===== config.mk =====
export PLATFORM = sky130hd
export DESIGN_NAME = bounded_positional_list
export DESIGN_NICKNAME = d
export VERILOG_FILES = /design/src/rtl/bpl_pkg.sv /design/src/rtl/bpl_cell.sv /design/src/rtl/bounded_positional_list.sv
export SDC_FILE = /design/constraint.sdc
export NUM_CORES = 2
export LEC_CHECK = 0
export ABC_CLOCK_PERIOD_IN_PS = 5600
export BUFFER_PORTS_ARGS = -buffer_cell sky130_fd_sc_hd__buf_4
export CORE_AREA = 2 2 458 278
export CTS_BUF_LIST = sky130_fd_sc_hd__clkbuf_16
export CTS_CLUSTER_DIAMETER = 120
export CTS_CLUSTER_SIZE = 25
export DETAILED_ROUTE_END_ITERATION = 10
export DIE_AREA = 0 0 460 280
export PLACE_DENSITY = 0.45
export SETUP_SLACK_MARGIN = 0.1
export SLEW_MARGIN = 10
export SYNTH_ARGS = -nofsm -noshare
export SYNTH_HDL_FRONTEND = slang
export SYNTH_SLANG_ARGS = --single-unit
export TNS_END_PERCENT = 1

===== constraint.sdc =====
create_clock -name i_clk -period 5.6 [get_ports i_clk]
set_input_delay 0.56 -clock i_clk [delete_from_list [all_inputs] [get_ports i_clk]]
set_output_delay 0.56 -clock i_clk [all_outputs]
set_load 0.05 [all_outputs]

===== src/rtl/bpl_pkg.sv =====
// ----------------------------------------------------------------------------
// bpl_pkg: shared types and constants for the bounded positional list
// Request and result beats, the request kinds, and the cell-chain control types.
// ----------------------------------------------------------------------------
package bpl_pkg;

    localparam int DEPTH = 16;                                 // list capacity
    localparam int IDX_W = (DEPTH > 1) ? $clog2(DEPTH) : 1;    // cell index width
    localparam int CNT_W = $clog2(DEPTH + 1);                  // fill count width
    localparam int POS_W = 8;                                  // request position width
    localparam int LEN_W = 9;                                  // length / found width
    localparam int VAL_W = 32;                                 // entry width

    typedef enum logic [1:0] {
        REQ_INSERT = 2'd0,
        REQ_DELETE = 2'd1,
        REQ_GET    = 2'd2,
        REQ_LOCATE = 2'd3
    } t_req_kind;

    typedef struct packed {
        t_req_kind                 req_type;
        logic        [POS_W-1:0]   position;
        logic signed [VAL_W-1:0]   item_value;
    } t_req;

    typedef struct packed {
        logic                      ok;
        logic signed [VAL_W-1:0]   value_out;
        logic        [LEN_W-1:0]   found_position;
        logic        [LEN_W-1:0]   length_out;
    } t_res;

    // Broadcast to every cell in the cycle a request beat is taken.
    typedef struct packed {
        logic                      shift_up;   // valid insert
        logic                      shift_dn;   // valid delete
        logic        [LEN_W-1:0]   pos;        // 1-based position
        logic        [LEN_W-1:0]   cnt;        // fill count before the beat
        logic        [VAL_W-1:0]   value;      // insert data / locate key
    } t_cmd;

    // Passed from cell to cell along the chain.
    typedef struct packed {
        logic                      hit;        // an earlier cell matched the key
        logic        [LEN_W-1:0]   found;      // 1-based position of first match
        logic        [VAL_W-1:0]   rdata;      // entry at the addressed position
    } t_link;

endpackage


===== src/rtl/bpl_cell.sv =====
// ----------------------------------------------------------------------------
// bpl_cell: one slot of the list
// Holds one entry, shifts with its neighbours, compares against the key and
// merges its read data and match into the chain link.
// ----------------------------------------------------------------------------
module bpl_cell (
    input  logic                          i_clk,
    input  logic [bpl_pkg::IDX_W-1:0]     i_index,
    input  bpl_pkg::t_cmd                 i_cmd,
    input  logic [bpl_pkg::VAL_W-1:0]     i_left,
    input  logic [bpl_pkg::VAL_W-1:0]     i_right,
    input  bpl_pkg::t_link                i_link,
    output bpl_pkg::t_link                o_link,
    output logic [bpl_pkg::VAL_W-1:0]     o_entry
);
    import bpl_pkg::*;

    logic [VAL_W-1:0] r_entry;
    logic [VAL_W-1:0] n_entry;
    logic [LEN_W-1:0] w_slot;   // this cell's 1-based position
    logic             w_match;

    assign w_slot  = LEN_W'(i_index) + LEN_W'(1);
    assign w_match = (w_slot <= i_cmd.cnt) && (r_entry == i_cmd.value);

    always_comb begin
        n_entry = r_entry;
        if (i_cmd.shift_up) begin
            if (w_slot > i_cmd.pos) begin
                n_entry = i_left;
            end else if (w_slot == i_cmd.pos) begin
                n_entry = i_cmd.value;
            end
        end else if (i_cmd.shift_dn) begin
            if ((w_slot >= i_cmd.pos) && (w_slot < i_cmd.cnt)) begin
                n_entry = i_right;
            end
        end
    end

    always_ff @(posedge i_clk) begin
        r_entry <= n_entry;
    end

    always_comb begin
        o_link = i_link;
        if (!i_link.hit && w_match) begin
            o_link.hit   = 1'b1;
            o_link.found = w_slot;
        end
        if (w_slot == i_cmd.pos) begin
            o_link.rdata = r_entry;
        end
    end

    assign o_entry = r_entry;

endmodule


===== src/rtl/bounded_positional_list.sv =====
// ----------------------------------------------------------------------------
// bounded_positional_list: fixed-capacity ordered list of signed words
// The result beat is on o_res, marked by o_strobe, in the cycle after
//   the request beat is taken; the receiver cannot stall it.
// Throughput: one request per cycle; busy stays low, as the cell chain shifts,
//   reads and compares for every request before its result beat is registered.
// Reset (synchronous, active low) empties the list and drops the strobe; the
//   entry registers are not cleared, as only filled positions are ever read.
// ----------------------------------------------------------------------------
module bounded_positional_list (
    input  logic            i_clk,
    input  logic            i_rst_n,
    input  logic            start,
    output logic            busy,
    input  bpl_pkg::t_req   i_req,
    output logic            o_strobe,
    output bpl_pkg::t_res   o_res
);
    import bpl_pkg::*;

    // Fill count and registered result beat.
    logic [CNT_W-1:0] r_count;
    logic [CNT_W-1:0] n_count;
    logic             r_strobe;
    t_res             r_res;
    t_res             n_res;

    logic             w_take;
    logic [LEN_W-1:0] w_cnt;
    logic [LEN_W-1:0] w_pos;
    logic             w_in_list;   // position in 1..count
    logic             w_ins_ok;
    logic             w_del_ok;
    logic             w_get_ok;
    t_cmd             w_cmd;

    // Chain wiring: link k enters cell k; cell k's entry feeds both neighbours.
    t_link            w_link  [DEPTH+1];
    logic [VAL_W-1:0] w_entry [DEPTH];

    // The block never holds start off: busy is tied low for every request.
    assign busy   = 1'b0;
    assign w_take = start && !busy;

    assign w_cnt     = LEN_W'(r_count);
    assign w_pos     = LEN_W'(i_req.position);
    assign w_in_list = (w_pos >= LEN_W'(1)) && (w_pos <= w_cnt);

    // Insert may also append just past the tail, but never into a full list.
    assign w_ins_ok = w_take && (i_req.req_type == REQ_INSERT)
                    && (w_pos >= LEN_W'(1)) && (w_pos <= w_cnt + LEN_W'(1))
                    && (w_cnt < LEN_W'(DEPTH));
    assign w_del_ok = w_take && (i_req.req_type == REQ_DELETE) && w_in_list;
    assign w_get_ok = (i_req.req_type == REQ_GET) && w_in_list;

    always_comb begin
        w_cmd          = '0;
        w_cmd.shift_up = w_ins_ok;
        w_cmd.shift_dn = w_del_ok;
        w_cmd.pos      = w_pos;
        w_cmd.cnt      = w_cnt;
        w_cmd.value    = i_req.item_value;
    end

    assign w_link[0] = '0;

    for (genvar k = 0; k < DEPTH; k++) begin : g_cell
        logic [VAL_W-1:0] w_left;
        logic [VAL_W-1:0] w_right;

        // End cells never take from beyond the chain; their own entry fills in.
        assign w_left  = (k == 0)         ? w_entry[k] : w_entry[(k > 0) ? k - 1 : k];
        assign w_right = (k == DEPTH - 1) ? w_entry[k]
                                          : w_entry[(k < DEPTH - 1) ? k + 1 : k];

        bpl_cell u_cell (
            .i_clk   (i_clk),
            .i_index (IDX_W'(k)),
            .i_cmd   (w_cmd),
            .i_left  (w_left),
            .i_right (w_right),
            .i_link  (w_link[k]),
            .o_link  (w_link[k+1]),
            .o_entry (w_entry[k])
        );
    end

    // Result beat and next fill count.
    always_comb begin
        n_count = r_count;
        n_res   = '0;
        case (i_req.req_type)
            REQ_INSERT: begin
                n_res.ok = w_ins_ok;
                if (w_ins_ok) begin
                    n_count = r_count + CNT_W'(1);
                end
            end
            REQ_DELETE: begin
                n_res.ok = w_del_ok;
                if (w_del_ok) begin
                    n_res.value_out = w_link[DEPTH].rdata;
                    n_count         = r_count - CNT_W'(1);
                end
            end
            REQ_GET: begin
                n_res.ok = w_get_ok;
                if (w_get_ok) begin
                    n_res.value_out = w_link[DEPTH].rdata;
                end
            end
            REQ_LOCATE: begin
                n_res.ok             = w_link[DEPTH].hit;
                n_res.found_position = w_link[DEPTH].found;
            end
            default: begin
                n_res = '0;
            end
        endcase
        n_res.length_out = LEN_W'(n_count);
    end

    always_ff @(posedge i_clk) begin
        if (!i_rst_n) begin
            r_count  <= '0;
            r_strobe <= 1'b0;
        end else begin
            r_strobe <= w_take;
            if (w_take) begin
                r_count <= n_count;
            end
        end
    end

    // Payload register, no reset needed.
    always_ff @(posedge i_clk) begin
        if (w_take) begin
            r_res <= n_res;
        end
    end

    assign o_strobe = r_strobe;
    assign o_res    = r_res;

endmodule

Word-level counts from Yosys, hierarchy flattened
Cells that the tools add are included.

Muxes and demuxes: 116. Reductions and logical operators: 105. Equal/unequal tests: 51. Bitwise logic cells: 1. Magnitude comparators: 66. Add/sub/neg operators: 3.

Operators by type and width (number): 32-bit two-way mux (95); 32-bit equality test (16); 10-bit two-way mux (16); 4-bit by 8-bit equality test with 1-bit output (first input constant) (8); 4-bit by 8-bit >= comparator with 1-bit output (first input constant) (8); 4-bit by 8-bit > comparator with 1-bit output (first input constant) (8); 32-bit one-hot mux with 2 select lines (1); 1-bit logical AND (54); 3-bit by 1-bit != test with 1-bit output (second input constant) (14); 3-bit AND reduction (14); 4-bit by 5-bit less-or-equal comparator with 1-bit output (first input constant) (8); 4-bit by 5-bit < comparator with 1-bit output (first input constant) (8); 2-bit nonzero test (17); 3-bit by 8-bit equality test with 1-bit output (first input constant) (4); 3-bit by 8-bit >= comparator with 1-bit output (first input constant) (4); 3-bit by 8-bit > comparator with 1-bit output (first input constant) (4); 3-bit by 5-bit less-or-equal comparator with 1-bit output (first input constant) (4); 3-bit by 5-bit < comparator with 1-bit output (first input constant) (4); 2-bit by 8-bit equality test with 1-bit output (first input constant) (2); 2-bit by 8-bit >= comparator with 1-bit output (first input constant) (2); 2-bit by 8-bit > comparator with 1-bit output (first input constant) (2); 16-bit OR reduction (1); 1-bit logical NOT (15); 2-bit by 5-bit less-or-equal comparator with 1-bit output (first input constant) (2); 28 further kinds (31).

Flip-flop bits (word level): 565. Input port bits: 45. Output and inout bits: 53.

Longest topological paths before layout
Depth after elaboration: 49. Mapped depth: 17. Mapped depth without buffers: 12.

By module
Synthesis repeated with hierarchy kept, for this count alone.

Cell total of the unflattened synthesis: 6068. Area, all modules: 56037.5 sq um.

By module, submodules not included: bpl_cell at g_cell[11].u_cell ... (area an instance 3438.3 sq um, cells an instance 384, sequential area each 960.9 sq um, instances 6); bpl_cell at g_cell[0].u_cell ... (area an instance 3298.2 sq um, cells an instance 351, sequential area each 960.9 sq um, instances 5); bpl_cell at g_cell[5].u_cell ... (area an instance 3248.1 sq um, cells an instance 358, sequential area each 960.9 sq um, instances 5); bounded_positional_list (area an instance 2676.3 sq um, cells an instance 219, sequential area each 1531.5 sq um, instances 1).

Least setup slack after synthesis
No wires, ideal clock.

Path kind: reg-to-reg. From: register r_count[0]. To: register g_cell[0].u_cell.r_entry[0], enable pin. Cell stages (with the launch flop): 16. Path slack: 0.046 ns. Data required time: 5.130 ns. Path buffers: 4. Setup time: 0.470 ns. Data arrival time: 5.083 ns. Clock period less this slack: 5.554 ns. Cells stage by stage: dfxtp_1 > buf_2 > inv_1 > ha_1 > inv_1 > ha_1 > nor2b_1 > o21a_1 > o21a_1 > o21a_1 > o21ai_1 > nand2_1 > buf_2 > buf_4 > buf_2 > a21boi_0.

Cells in the longest elaborated chain, start to end: 6.

Ends and longest elaborated chain: from (decl) (RTL line bounded_positional_list.sv:22) `logic [CNT_W-1:0] r_count;`; from (signal assigned) (RTL line bounded_positional_list.sv:130) `r_count <= n_count;`; 5-bit by 1-bit adder with 6-bit output (RTL line bounded_positional_list.sv:51) `&& (w_pos >= LEN_W'(1)) && (w_pos <= w_cnt + LEN_W'(1))`; 8-bit by 6-bit less-or-equal comparator with 1-bit output (RTL line bounded_positional_list.sv:51); 1-bit logical AND (RTL line bounded_positional_list.sv:51); 1-bit logical AND (RTL line bounded_positional_list.sv:52) `&& (w_cnt < LEN_W'(DEPTH));`; 2-bit != test (no source line) (tied with other cells); 4-bit AND reduction (no source line) *; to (signal assigned) (RTL line bpl_cell.sv:42) `r_entry <= n_entry;`; to (decl) (RTL line bpl_cell.sv:18) `logic [VAL_W-1:0] r_entry;`.

Every way passes the cells marked *; elsewhere a longest branch is shown, timed or not. A chain may end at the register's enable or synchronous reset.

Worst setup path in the final report
From: register r_count[3]. To: register g_cell[13].u_cell.r_entry[8] (data pin).

Cells in the longest elaborated chain, start to end: 5.

Ends and longest elaborated chain: 5-bit by 1-bit adder with 6-bit output (RTL line bounded_positional_list.sv:51); 8-bit by 6-bit less-or-equal comparator with 1-bit output (RTL line bounded_positional_list.sv:51); 1-bit logical AND (RTL line bounded_positional_list.sv:51); 1-bit logical AND * (RTL line bounded_positional_list.sv:52); 32-bit two-way mux * (RTL line bpl_cell.sv:28) `if (i_cmd.shift_up) begin`; via g_cell[13].u_cell.n_entry[8] (RTL line bpl_cell.sv:19) `logic [VAL_W-1:0] n_entry;`; to (signal assigned) (RTL line bpl_cell.sv:42); to (decl) (RTL line bpl_cell.sv:18).

The timed path passes the listed nets; every way through them passes the cells marked *.

==> impl_metrics.env <==
export IMPL_clkLatencyLatePin_ns=0.67
export IMPL_grt_pass1_vias=30300
export IMPL_antenna_found_initial=6
export IMPL_swShare=0.285
export IMPL_core_area_um2=125000
export IMPL_slew_headroom=0.145
export IMPL_cts_hold_buffers_added=0
export IMPL_vias=33400
export IMPL_cp_arrival_ns=4.82
export IMPL_synthCells=4013
export IMPL_ant_nets=0
export IMPL_slew_viol_final=0
export IMPL_clkPwrFrac=0.305
export IMPL_row_count=101
export IMPL_start_util=0.307
export IMPL_clockBufferDepth=3
export IMPL_io_buffer_count=88
export IMPL_ios=98
export IMPL_first_pass_iters=7
export IMPL_post_route_period_util=0.792
export IMPL_finalInstanceArea_um2=41500
export IMPL_viasPerCell=6.04
export IMPL_avgSynthCellArea_um2=9.58
export IMPL_hold_viol=0
export IMPL_layout_min_cycle_time_ns=4.43
export IMPL_cts_resized=0
export IMPL_synth_most_common_cell="nand2_1"
export IMPL_synth_seq_area_share=0.437
export IMPL_grt_max_degree=103
export IMPL_finalSetupViolCount=0
export IMPL_overflow=0
export IMPL_synth_edf_count=555
export IMPL_placed_cell_area_um2=40700
export IMPL_fin_nets=3941
export IMPL_fill_cells=13000
export IMPL_rsz0062_at_grt="no"
export IMPL_place_hpwl_um=134000
export IMPL_synth_warnings=0
export IMPL_worst_pin_slew_ns=1.27
export IMPL_htree_levels=1
export IMPL_die_h_um=280
export IMPL_grt_total_usage=0.273
export IMPL_crit_path_end_kind="flip-flop"
export IMPL_synth_area_leaders="edfxtp_1 43%, mux2i_1 11%, nand2_1 7.4%"
export IMPL_tns_ns=0
export IMPL_area_growth_synth_to_final_pct=7.82
export IMPL_fmax_mhz=226
export IMPL_ys_types=72
export IMPL_clock_sinks=561
export IMPL_cap_violations=0
export IMPL_drc=0
export IMPL_drive_gt1_frac=0.0803
export IMPL_wirelength_um=182000
export IMPL_gp_congestion=0.980
export IMPL_cp_start_kind="flip-flop"
export IMPL_outcome="completed"
export IMPL_crit_required_ns=5.99
export IMPL_synthArstFlopShare=0
export IMPL_p_sw_mw=2.32
export IMPL_grt_pass1_wl_um=252000
export IMPL_reg2reg_slack_ns=1.17
export IMPL_p_per_area_nw_per_um2=196
export IMPL_fin_skew_ns=0.0289
export IMPL_cts_buffers=26
export IMPL_whs_ns=0.155
export IMPL_drtIter0Drc=5486
export IMPL_wl_per_cell_um=32.9
export IMPL_seq_power_share=0.564
export IMPL_p_int_mw=5.81
export IMPL_synth_area_um2=38400
export IMPL_peakVddDrop_uv=243
export IMPL_die_area_um2=129000
export IMPL_path_max_fanout=102
export IMPL_yosys_area_top_type_share=0.433
export IMPL_share_comb_of_total_power=0.131
export IMPL_root_buffer="clkbuf_16"
export IMPL_ys_seq_elements=561
export IMPL_leakage_nw=16.1
export IMPL_synth_top_area_cell="edfxtp_1"
export IMPL_ys_flop_type="edfxtp_1"
export IMPL_cts_tree="built"
export IMPL_path_clk_slew_ns=0.13
export IMPL_hp_class="in2reg"
export IMPL_yosys_top_cells_count="758 x nand2_1, 555 x edfxtp_1, 434 x mux2i_1, 427 x o21ai_0, 293 x xnor2_1"
export IMPL_crit_type="reg2reg"
export IMPL_dieWidth_um=460
export IMPL_post_cts_buffers=0
==> sequential cells by signal, indices dropped and copies added (netlist names) <==
register               count
o_res                     43
g_cell.u_cell.o_entry    512
r_count                    5
o_strobe                   1
==> power groups by stage <==
stage	Combinational [mW]	Clock [mW]	Sequential (mW)
finish	1.06	2.48	4.58
detailed placement	1.02	0	4.68
floorplan	0.611	0	4.72
global route	1.10	2.62	4.59
CTS	1.02	2.51	4.58
global placement	1.02	0	4.68
==> path summary, 6_finish.rpt <==
path,start,end,depth (start not counted)
setup / recovery,r_count[3],g_cell[13].u_cell.o_entry[8],11
hold / removal,i_rst_n,r_count[3],2
setup reg to reg,r_count[3],g_cell[13].u_cell.o_entry[8],11
hold reg to reg,g_cell[15].u_cell.o_entry[15],g_cell[14].u_cell.o_entry[15],2
==> routing by layer <==
metal  GRT usage  wire length (um)  up-vias
met4      0.0271              2060        6
met1       0.440             86200    17000
met3      0.0935             25800      111
met2       0.348             67600     2093
met5     0.00863               177        -
li1            -                 -    14200
==> stage by stage <==
stage | total power, mW | setup WS, ns | std cells | util
6_report | 8.13 | 1.17 | 5534 | 0.331
3_3_place_gp | 5.70 | 1.13 | 5496 | 0.325
2_1_floorplan | 5.33 | 0.719 | 4021 | -
5_1_grt | 8.30 | 0.912 | 5532 | 0.331
3_5_place_dp | 5.70 | 1.11 | 5496 | 0.325
4_1_cts | 8.12 | 1.26 | 5532 | 0.331
==> layout make-up <==
| class | count | area [um^2] | share of cell area |
|---|---|---|---|
| well taps | 1648 | 2060 | 0.0497 |
| multi-input cells | 3056 | 20000 | 0.483 |
| diodes | 2 | 5.00 | 0.000121 |
| inverters | 13 | 48.8 | 0.00118 |
| clock inverters | 9 | 67.6 | 0.00163 |
| repair buffers | 218 | 1770 | 0.0428 |
| flip-flops and latches | 561 | 16800 | 0.405 |
| clock buffers | 27 | 676 | 0.0163 |
==> critical path: stages, from the launching register on <==
cell and delay (ns):
dfxtp_1 0.64, clkinv_1 0.39, nor3_1 0.53, nand3_1 0.18
ha_1 0.36, nor2_1 0.05, a31oi_1 0.18, o21ai_1 0.19
nand2_4 0.48, buf_12 0.37, buf_12 0.36, o21ai_0 0.17
==> placed cells by master (no fill, tap or decap), types with 36 or more instances in the layout <==
cell	Yosys	final
mux2i_1	434	434
buf_4	41	207
o21ai_0	427	427
nand2_1	758	751
a21oi_1	110	97
a31oi_1	52	52
a221oi_1	36	36
nand4_1	101	101
nor4_1	70	70
edfxtp_1	555	555
xor2_1	222	222
o21ai_1	49	49
xnor2_1	293	293
nor2_1	121	115
==> cells by family after synthesis <==
logic type / Yosys count / synth area share
and+or+nand+nor: 1185 / 0.136
AOI/OAI and AO/OA: 878 / 0.137
other: 1 / 0.0000975
adders and majority gates: 20 / 0.00651
DFF: 561 / 0.437
buffers and inverters: 404 / 0.0496
xor gates and xnor gates: 515 / 0.117
muxes: 449 / 0.117
Note: power is estimated with default switching activity, not from simulation.
